[src/rtl/bsp_pkg.sv]
// ============================================================================
// bsp_pkg
// Shared types and constants of the BLDC speed PID block.
// ============================================================================
package bsp_pkg;

    localparam int GAIN_FRAC_BITS  = 8;
    localparam int SPEED_BITS      = 16;
    localparam int DUTY_FULL_SCALE = 4096;
    localparam int DUTY_BITS       = 13;
    localparam int ERR_BITS        = SPEED_BITS + 1;
    localparam int PERIOD_BITS     = 24;
    localparam int DVD_BITS        = 32;
    localparam int DVS_BITS        = PERIOD_BITS;
    localparam int CNT_BITS        = $clog2(DVD_BITS);
    localparam int ACC_BITS        = 36;
    localparam int SCALED_BITS     = SPEED_BITS + GAIN_FRAC_BITS;
    localparam int DUTY_SHIFT      = $clog2(DUTY_FULL_SCALE) - GAIN_FRAC_BITS;

    typedef enum logic [2:0] {
        REG_PROP_GAIN     = 3'd0,
        REG_INTEGRAL_GAIN = 3'd1,
        REG_DERIV_GAIN    = 3'd2,
        REG_SPEED_NUM     = 3'd3,
        REG_DUTY_SLOPE    = 3'd4,
        REG_DUTY_OFFSET   = 3'd5,
        REG_SPEED_LIMIT   = 3'd6,
        REG_PROP_ON_ERROR = 3'd7
    } reg_idx_t;

    typedef struct packed {
        logic                start;
        logic [DVD_BITS-1:0] dividend;
        logic [DVS_BITS-1:0] divisor;
    } div_req_t;

endpackage

[src/rtl/bsp_div.sv]
// ============================================================================
// bsp_div
// Restoring unsigned divider, one quotient bit per cycle.
// ============================================================================
module bsp_div (
    input  logic                         clk,
    input  logic                         rst_n,
    input  bsp_pkg::div_req_t            req,
    output logic                         done,
    output logic [bsp_pkg::DVD_BITS-1:0] quotient
);

    logic                          busy_reg;
    logic                          done_reg;
    logic [bsp_pkg::CNT_BITS-1:0]  cnt_reg;
    logic [bsp_pkg::DVD_BITS-1:0]  quo_reg;
    logic [bsp_pkg::DVS_BITS-1:0]  rem_reg;
    logic [bsp_pkg::DVS_BITS-1:0]  dvs_reg;
    logic [bsp_pkg::DVS_BITS:0]    rem_shift;
    logic [bsp_pkg::DVS_BITS+1:0]  trial;

    assign rem_shift = {rem_reg, quo_reg[bsp_pkg::DVD_BITS-1]};
    assign trial     = {1'b0, rem_shift} - {2'b00, dvs_reg};

    always_ff @(posedge clk or negedge rst_n)
    begin
        if (!rst_n)
        begin
            busy_reg <= 1'b0;
            done_reg <= 1'b0;
            cnt_reg  <= '0;
        end
        else
        begin
            done_reg <= 1'b0;
            if (req.start)
            begin
                busy_reg <= 1'b1;
                cnt_reg  <= '0;
            end
            else if (busy_reg)
            begin
                cnt_reg <= cnt_reg + 1'b1;
                if (cnt_reg == bsp_pkg::CNT_BITS'(bsp_pkg::DVD_BITS - 1))
                begin
                    busy_reg <= 1'b0;
                    done_reg <= 1'b1;
                end
            end
        end
    end

    always_ff @(posedge clk)
    begin
        if (req.start)
        begin
            quo_reg <= req.dividend;
            rem_reg <= '0;
            dvs_reg <= req.divisor;
        end
        else if (busy_reg)
        begin
            if (!trial[bsp_pkg::DVS_BITS+1])
            begin
                rem_reg <= trial[bsp_pkg::DVS_BITS-1:0];
                quo_reg <= {quo_reg[bsp_pkg::DVD_BITS-2:0], 1'b1};
            end
            else
            begin
                rem_reg <= rem_shift[bsp_pkg::DVS_BITS-1:0];
                quo_reg <= {quo_reg[bsp_pkg::DVD_BITS-2:0], 1'b0};
            end
        end
    end

    assign done     = done_reg;
    assign quotient = quo_reg;

endmodule

[src/rtl/bldc_speed_pid_unit.sv]
// ============================================================================
// bldc_speed_pid_unit
// Speed PID for a brushless motor, one beat per commutation event.
// ============================================================================
// Each input beat carries the commutation period in microseconds and the
// target speed. The unit turns the period into a speed with the shared
// divider, runs the PI loop with derivative on measurement through one
// 17x17 multiplier over four steps, and maps the clamped output to a PWM
// duty with a second pass of the same divider.
// The result beat follows the speed division, the controller steps, the
// duty division (skipped when the duty is zero) and the load of the
// output register. One event is in work at a time; s_axis_tready is
// high only while the unit is idle.
// The result beat sits in an output register. While the receiver stalls
// the unit may take the next event, and holds its own result until the
// register is free.
// Reset clears the previous speed, the integrator and the output valid, and
// loads register defaults. The user writes configuration over APB only while
// the unit is idle; this is not enforced. Register i sits at byte address 4*i.
// ============================================================================
module bldc_speed_pid_unit (
    input  logic        clk,
    input  logic        rst_n,
    input  logic        psel,
    input  logic        penable,
    input  logic        pwrite,
    input  logic [4:0]  paddr,
    input  logic [31:0] pwdata,
    output logic [31:0] prdata,
    output logic        pready,
    input  logic        s_axis_tvalid,
    output logic        s_axis_tready,
    input  logic [39:0] s_axis_tdata,  // period_us[23:0], target_speed[39:24]
    output logic        m_axis_tvalid,
    input  logic        m_axis_tready,
    output logic [47:0] m_axis_tdata   // duty[12:0], measured_speed[28:13],
                                       // speed_error[45:29], zero[47:46]
);

    typedef enum logic [3:0] {
        S_IDLE,
        S_SPEED,
        S_ERR,
        S_MUL,
        S_ACC,
        S_CLAMP_I,
        S_CLAMP_O,
        S_DUTY,
        S_OUT
    } state_t;

    localparam int SB = bsp_pkg::SPEED_BITS;
    localparam int EB = bsp_pkg::ERR_BITS;
    localparam int AB = bsp_pkg::ACC_BITS;
    localparam int QB = bsp_pkg::SCALED_BITS;
    localparam int PB = 2 * EB;

    // configuration
    logic [15:0] prop_gain_reg;
    logic [15:0] integral_gain_reg;
    logic [15:0] deriv_gain_reg;
    logic [31:0] speed_num_reg;
    logic [15:0] duty_slope_reg;
    logic [15:0] duty_offset_reg;
    logic [15:0] speed_limit_reg;
    logic        prop_on_error_reg;
    logic        cfg_wr;
    bsp_pkg::reg_idx_t cfg_idx;

    // datapath
    state_t                       state_reg;
    logic [1:0]                   step_reg;
    bsp_pkg::div_req_t            div_req_reg;
    logic                         div_done;
    logic [bsp_pkg::DVD_BITS-1:0] div_quo;
    logic [SB-1:0]                target_reg;
    logic [SB-1:0]                speed_reg;
    logic [SB-1:0]                prev_speed_reg;
    logic signed [EB-1:0]         err_reg;
    logic signed [EB-1:0]         dmeas_reg;
    logic [QB-1:0]                integ_reg;
    logic signed [AB-1:0]         acc_reg;
    logic signed [PB-1:0]         prod_reg;
    logic [QB-1:0]                outv_reg;
    logic [bsp_pkg::DUTY_BITS-1:0] duty_reg;
    logic                         m_valid_reg;
    logic [47:0]                  m_data_reg;

    logic signed [EB-1:0]         mul_a;
    logic signed [EB-1:0]         mul_b;
    logic                         mul_sub;
    logic signed [AB-1:0]         acc_sum;
    logic [QB-1:0]                lim;
    logic [QB-1:0]                acc_clamped;
    logic signed [QB+1:0]         diff;
    logic [15:0]                  slope_eff;
    logic [SB-1:0]                speed_sat;
    logic [bsp_pkg::DUTY_BITS-1:0] duty_sat;
    logic                         in_beat;

    assign cfg_wr  = psel && penable && pwrite && pready;
    assign cfg_idx = bsp_pkg::reg_idx_t'(paddr[4:2]);
    assign pready  = 1'b1;

    always_ff @(posedge clk or negedge rst_n)
    begin
        if (!rst_n)
        begin
            prop_gain_reg     <= '0;
            integral_gain_reg <= '0;
            deriv_gain_reg    <= '0;
            speed_num_reg     <= 32'd30000000;
            duty_slope_reg    <= 16'd1;
            duty_offset_reg   <= '0;
            speed_limit_reg   <= 16'hFFFF;
            prop_on_error_reg <= 1'b0;
        end
        else if (cfg_wr)
        begin
            unique case (cfg_idx)
                bsp_pkg::REG_PROP_GAIN:     prop_gain_reg     <= pwdata[15:0];
                bsp_pkg::REG_INTEGRAL_GAIN: integral_gain_reg <= pwdata[15:0];
                bsp_pkg::REG_DERIV_GAIN:    deriv_gain_reg    <= pwdata[15:0];
                bsp_pkg::REG_SPEED_NUM:     speed_num_reg     <= pwdata;
                bsp_pkg::REG_DUTY_SLOPE:    duty_slope_reg    <= pwdata[15:0];
                bsp_pkg::REG_DUTY_OFFSET:   duty_offset_reg   <= pwdata[15:0];
                bsp_pkg::REG_SPEED_LIMIT:   speed_limit_reg   <= pwdata[15:0];
                bsp_pkg::REG_PROP_ON_ERROR: prop_on_error_reg <= pwdata[0];
                default: ;
            endcase
        end
    end

    always_comb
    begin
        unique case (cfg_idx)
            bsp_pkg::REG_PROP_GAIN:     prdata = {16'd0, prop_gain_reg};
            bsp_pkg::REG_INTEGRAL_GAIN: prdata = {16'd0, integral_gain_reg};
            bsp_pkg::REG_DERIV_GAIN:    prdata = {16'd0, deriv_gain_reg};
            bsp_pkg::REG_SPEED_NUM:     prdata = speed_num_reg;
            bsp_pkg::REG_DUTY_SLOPE:    prdata = {16'd0, duty_slope_reg};
            bsp_pkg::REG_DUTY_OFFSET:   prdata = {16'd0, duty_offset_reg};
            bsp_pkg::REG_SPEED_LIMIT:   prdata = {16'd0, speed_limit_reg};
            bsp_pkg::REG_PROP_ON_ERROR: prdata = {31'd0, prop_on_error_reg};
            default:                    prdata = '0;
        endcase
    end

    bsp_div u_div (
        .clk      (clk),
        .rst_n    (rst_n),
        .req      (div_req_reg),
        .done     (div_done),
        .quotient (div_quo)
    );

    // multiplier operand select per step
    always_comb
    begin
        case (step_reg)
            2'd0:
            begin
                mul_a   = {1'b0, integral_gain_reg};
                mul_b   = err_reg;
                mul_sub = 1'b0;
            end
            2'd1:
            begin
                mul_a   = prop_on_error_reg ? '0 : {1'b0, prop_gain_reg};
                mul_b   = dmeas_reg;
                mul_sub = 1'b1;
            end
            2'd2:
            begin
                mul_a   = prop_on_error_reg ? {1'b0, prop_gain_reg} : '0;
                mul_b   = err_reg;
                mul_sub = 1'b0;
            end
            default:
            begin
                mul_a   = {1'b0, deriv_gain_reg};
                mul_b   = dmeas_reg;
                mul_sub = 1'b1;
            end
        endcase
    end

    assign acc_sum = mul_sub ? acc_reg - AB'(prod_reg) : acc_reg + AB'(prod_reg);
    assign lim     = {speed_limit_reg, {bsp_pkg::GAIN_FRAC_BITS{1'b0}}};

    always_comb
    begin
        if (acc_reg[AB-1])
            acc_clamped = '0;
        else if (acc_reg > $signed({{(AB-QB){1'b0}}, lim}))
            acc_clamped = lim;
        else
            acc_clamped = acc_reg[QB-1:0];
    end

    assign diff = $signed({2'b00, outv_reg})
                - $signed({2'b00, duty_offset_reg, {bsp_pkg::GAIN_FRAC_BITS{1'b0}}});
    assign slope_eff = (duty_slope_reg == '0) ? 16'd1 : duty_slope_reg;
    assign speed_sat = (div_quo[bsp_pkg::DVD_BITS-1:SB] != '0) ? {SB{1'b1}}
                                                               : div_quo[SB-1:0];
    assign duty_sat  = (div_quo > bsp_pkg::DVD_BITS'(bsp_pkg::DUTY_FULL_SCALE))
                     ? bsp_pkg::DUTY_BITS'(bsp_pkg::DUTY_FULL_SCALE)
                     : div_quo[bsp_pkg::DUTY_BITS-1:0];
    assign in_beat   = s_axis_tvalid && s_axis_tready;

    always_ff @(posedge clk or negedge rst_n)
    begin
        if (!rst_n)
        begin
            state_reg      <= S_IDLE;
            step_reg       <= '0;
            div_req_reg    <= '0;
            target_reg     <= '0;
            speed_reg      <= '0;
            prev_speed_reg <= '0;
            err_reg        <= '0;
            dmeas_reg      <= '0;
            integ_reg      <= '0;
            acc_reg        <= '0;
            prod_reg       <= '0;
            outv_reg       <= '0;
            duty_reg       <= '0;
            m_valid_reg    <= 1'b0;
            m_data_reg     <= '0;
        end
        else
        begin
            div_req_reg.start <= 1'b0;
            if (m_axis_tready)
                m_valid_reg <= 1'b0;

            unique case (state_reg)
                S_IDLE:
                begin
                    if (in_beat)
                    begin
                        target_reg           <= s_axis_tdata[39:24];
                        div_req_reg.start    <= 1'b1;
                        div_req_reg.dividend <= speed_num_reg;
                        div_req_reg.divisor  <= s_axis_tdata[23:0];
                        state_reg            <= S_SPEED;
                    end
                end
                S_SPEED:
                begin
                    if (div_done)
                    begin
                        speed_reg <= speed_sat;
                        state_reg <= S_ERR;
                    end
                end
                S_ERR:
                begin
                    err_reg        <= $signed({1'b0, target_reg}) - $signed({1'b0, speed_reg});
                    dmeas_reg      <= $signed({1'b0, speed_reg})
                                    - $signed({1'b0, prev_speed_reg});
                    prev_speed_reg <= speed_reg;
                    acc_reg        <= AB'({1'b0, integ_reg});
                    step_reg       <= 2'd0;
                    state_reg      <= S_MUL;
                end
                S_MUL:
                begin
                    prod_reg  <= mul_a * mul_b;
                    state_reg <= S_ACC;
                end
                S_ACC:
                begin
                    acc_reg  <= acc_sum;
                    step_reg <= step_reg + 2'd1;
                    if (step_reg == 2'd1)
                        state_reg <= S_CLAMP_I;
                    else if (step_reg == 2'd3)
                        state_reg <= S_CLAMP_O;
                    else
                        state_reg <= S_MUL;
                end
                S_CLAMP_I:
                begin
                    integ_reg <= acc_clamped;
                    acc_reg   <= AB'({1'b0, acc_clamped});
                    state_reg <= S_MUL;
                end
                S_CLAMP_O:
                begin
                    outv_reg  <= acc_clamped;
                    state_reg <= S_DUTY;
                end
                S_DUTY:
                begin
                    if (!div_req_reg.start && !div_done && (diff <= 0))
                    begin
                        duty_reg  <= '0;
                        state_reg <= S_OUT;
                    end
                    else if (!div_req_reg.start && !div_done && step_reg == 2'd0)
                    begin
                        div_req_reg.start    <= 1'b1;
                        div_req_reg.dividend <= bsp_pkg::DVD_BITS'(
                                                {diff[QB-1:0], {bsp_pkg::DUTY_SHIFT{1'b0}}});
                        div_req_reg.divisor  <= bsp_pkg::DVS_BITS'(slope_eff);
                        step_reg             <= 2'd1;
                    end
                    else if (div_done)
                    begin
                        duty_reg  <= duty_sat;
                        state_reg <= S_OUT;
                    end
                end
                S_OUT:
                begin
                    if (!m_valid_reg || m_axis_tready)
                    begin
                        m_valid_reg <= 1'b1;
                        m_data_reg  <= {2'b00, err_reg, speed_reg, duty_reg};
                        step_reg    <= '0;
                        state_reg   <= S_IDLE;
                    end
                end
                default:
                begin
                    state_reg <= S_IDLE;
                end
            endcase
        end
    end

    assign s_axis_tready = (state_reg == S_IDLE);
    assign m_axis_tvalid = m_valid_reg;
    assign m_axis_tdata  = m_data_reg;

endmodule
[config.mk]
export PLATFORM = sky130hd
export DESIGN_NAME = bldc_speed_pid_unit
export DESIGN_NICKNAME = d
export VERILOG_FILES = /design/src/rtl/bsp_pkg.sv /design/src/rtl/bsp_div.sv /design/src/rtl/bldc_speed_pid_unit.sv
export SDC_FILE = /design/constraint.sdc
export NUM_CORES = 2
export LEC_CHECK = 0
export ABC_AREA = 1
export BUFFER_PORTS_ARGS = -buffer_cell sky130_fd_sc_hd__buf_2
export CAP_MARGIN = 5
export CORE_MARGIN = 2
export CORE_UTILIZATION = 40
export DETAILED_ROUTE_END_ITERATION = 8
export RECOVER_POWER = 25
export SYNTH_ARGS = -nofsm -noshare
export SYNTH_HDL_FRONTEND = slang
export SYNTH_SLANG_ARGS = --single-unit
[constraint.sdc]
create_clock -name clk -period 6.35 [get_ports clk]
set_input_delay 1.5875 -clock clk [delete_from_list [all_inputs] [get_ports clk]]
set_output_delay 1.5875 -clock clk [all_outputs]
set_load 0.02 [all_outputs]
==> results.json <==
{
  "ys_seq_elements": 539,
  "min_path_cells": 0,
  "grt_pass1_vias": 34100,
  "arrival_ns": 7.06,
  "r2r_cells": 30,
  "setup_ws_ns": -0.259,
  "vias_per_cell": 5.16,
  "seq_area_frac_synth_pct": 34.8,
  "grt_remaining_overflow": 0,
  "remaining_drc_errors": 0,
  "hold_path_class": "flop to flop",
  "drt_wl_total_um": 122000,
  "wl_per_cell_um": 18.2,
  "maxCapViolations": 4,
  "syn_area_um2": 39300,
  "clock_latency_ns": 0.64,
  "slowest_stage": "fa_1",
  "synthCells": 5000,
  "synth_top_cells_by_count": "nand2_1, inv_1, o21ai_0, nor2_1, dfrtp_1",
  "clkTransAtPathRegs_ns": 0.06,
  "core-area_um2": 97000,
  "layout-drive-gt1-share_pct": 17.0,
  "violations": "capacitance limit, slew limit, setup timing",
  "cts_num_sinks": 539,
  "fp-row-count": 114,
  "numCtsBuffers": 66,
  "startpoint_type": "flop",
  "dr.pass1.iters": 6,
  "hpwlAfterDp_um": 93500,
  "nNetsFinal": 5949,
  "dieHeight_um": 317,
  "synthMostInstantiatedCell": "nand2_1",
  "r2r_slack_ns": -0.26,
  "routabilityCongestion": 0.928,
  "cts_root_buf": "clkbuf_16",
  "antenna_left": 0,
  "die-area_um2": 101000,
  "max-slew-margin-rel_pct": -184,
  "drv_slew": 401,
  "hold_viol_final": 0,
  "initial_core_util_pct": 40.5,
  "r2r_start": "step_reg[1]",
  "num-fill-cells": 9435,
  "finClkSkew_ns": 0.0566,
  "synth_area_leaders": "dfrtp_1, nand2_1, fa_1",
  "die_width_um": 317,
  "yosysTopAreaCell": "dfrtp_1",
  "crit_top_cell": "fa_1",
  "async_flop_share_pct": 85.2,
  "port_buffers": 161,
  "grtUsageTotal_pct": 24.5,
  "holdBufCountCts": 0,
  "grt_max_degree": 163,
  "yosysUniqueCellTypes": 62,
  "cp_data_required_time_ns": 6.81,
  "slowest_delay_ns": 0.58,
  "cts_tree": "built",
  "worst-slew-pin-transition_ns": 4.25,
  "setup_viol": 18,
  "fin_util_pct": 48.5,
  "grt_pass1_wl_um": 194000,
  "drtIter0Drc": 2975,
  "synth_edf_count": 56,
  "fmax_ghz": 0.151,
  "clock_path_buffers": 3,
  "min_from": "div_req_reg[17]",
  "fin_crit_ns": 6.61,
  "path_max_fanout": 8,
  "synth_top_cell_area_share_pct": 27.5,
  "synth-main-ff-cell": "dfrtp_1",
  "avgSynthCellArea_um2": 7.86,
  "rsz0062_at_grt": "true",
  "crit_start": "step_reg[1]",
  "htree_levels": 3,
  "antenna_found_initial": 4,
  "synth_warnings": 0,
  "syn_to_final_growth_pct": 19.8,
  "largest_reg_flops": 57,
  "endpoint_kind": "flop",
  "ios": 167,
  "vias": 34700,
  "setup_tns_ns": -3.42,
  "critical_path_class": "flop to flop",
  "fin_crit_sh_pct": 104,
  "hold_slack_ns": 0.446,
  "status": "finished with violations"
}
cell type report:
cell class / count / area (um2) / area share [%]
Clock buffer: 92 / 1870 / 3.97
Clock inverter: 27 / 395 / 0.840
Multi-Input combinational cell: 3504 / 22900 / 48.6
Tap cell: 1276 / 1600 / 3.39
Sequential cell: 539 / 13700 / 29.1
Timing Repair Buffer: 498 / 3650 / 7.75
Antenna cell: 1 / 2.50 / 0.00532
Inverter: 783 / 2980 / 6.33
final timing paths:
kind / end
worst max-delay path: prod_reg[21]
worst min-delay path: u_div.dvs_reg[17]
worst max register to register: prod_reg[21]
worst min register to register: u_div.dvs_reg[17]
max in group asynchronous: integ_reg[16]
min in group asynchronous: prod_reg[14]
kinds of logic (layout without fill, tap and decap cells):
| logic type | Yosys count | count (layout) | share of synthesized area, % |
|---|---|---|---|
| AOI/OAI and AO/OA | 887 | 887 | 12.7 |
| xor gates and xnor gates | 91 | 91 | 2.03 |
| adders and majority gates | 473 | 473 | 19.2 |
| buffers and inverters | 958 | 1400 | 9.37 |
| DFF | 539 | 539 | 34.8 |
| muxes | 16 | 16 | 0.456 |
| other | 2 | 4 | 0.0191 |
| and+or+nand+nor | 2034 | 2034 | 21.5 |
per-layer routing:
metal  wire, um  up-vias  track usage (%)
met4       2780        0             6.12
met1      56200    16600             35.4
met5          0        -                0
met3       8000      150             3.53
li1           -    16900                -
met2      55000      954             38.8
through the flow:
stage          cells  setup slack (ns)  cell area [um2]
2_1_floorplan   5001           -0.0264            39400
3_3_place_gp    6530            -0.525            43200
3_5_place_dp    6530            -0.569            43200
4_1_cts         6689            -0.226            46700
5_1_grt         6719            -0.516            47100
6_report        6720            -0.259            47100
timing repair:
| item | in CTS | in global routing |
|---|---|---|
| setup buffers | 37 | 30 |
| endpoints found under the hold margin | 0 | 0 |
| pin swaps | 109 | 52 |
| resized for setup | 229 | 80 |
| gates cloned | 3 | 0 |
| setup endpoints to repair | 21 | 24 |
cell usage in the layout, fill, tap and decap left out, types with 32 or more instances in the layout:
master,instances
nand2_1,1149
nor2_2,32
o21ai_2,36
nand3_1,204
xor2_1,46
nor3_1,40
ha_1,239
buf_4,283
nand4_1,84
nor2_1,400
a22oi_1,33
fa_1,196
o21ai_0,403
o21ai_1,32
edfxtp_1,56
buf_6,33
buf_2,160
a21oi_1,199
xnor2_1,37
inv_2,34
inv_1,729
clkbuf_16,66
dfrtp_1,430
worst max-delay path, delay by kind of cell, from the launching register on:
kind / cells / cell delay, ns
flip-flops: 1 / 0.43
multiplexers: 1 / 0.21
AND/OR/NAND/NOR: 2 / 0.14
AO/OA/AOI/OAI: 7 / 0.82
adder cells (fa/ha/maj): 8 / 3.56
XOR/XNOR: 1 / 0.18
buffers and inverters: 11 / 1.08
Power is not shown: default switching activity piles up to over one toggle a cycle in this logic, so the estimate is an artifact.
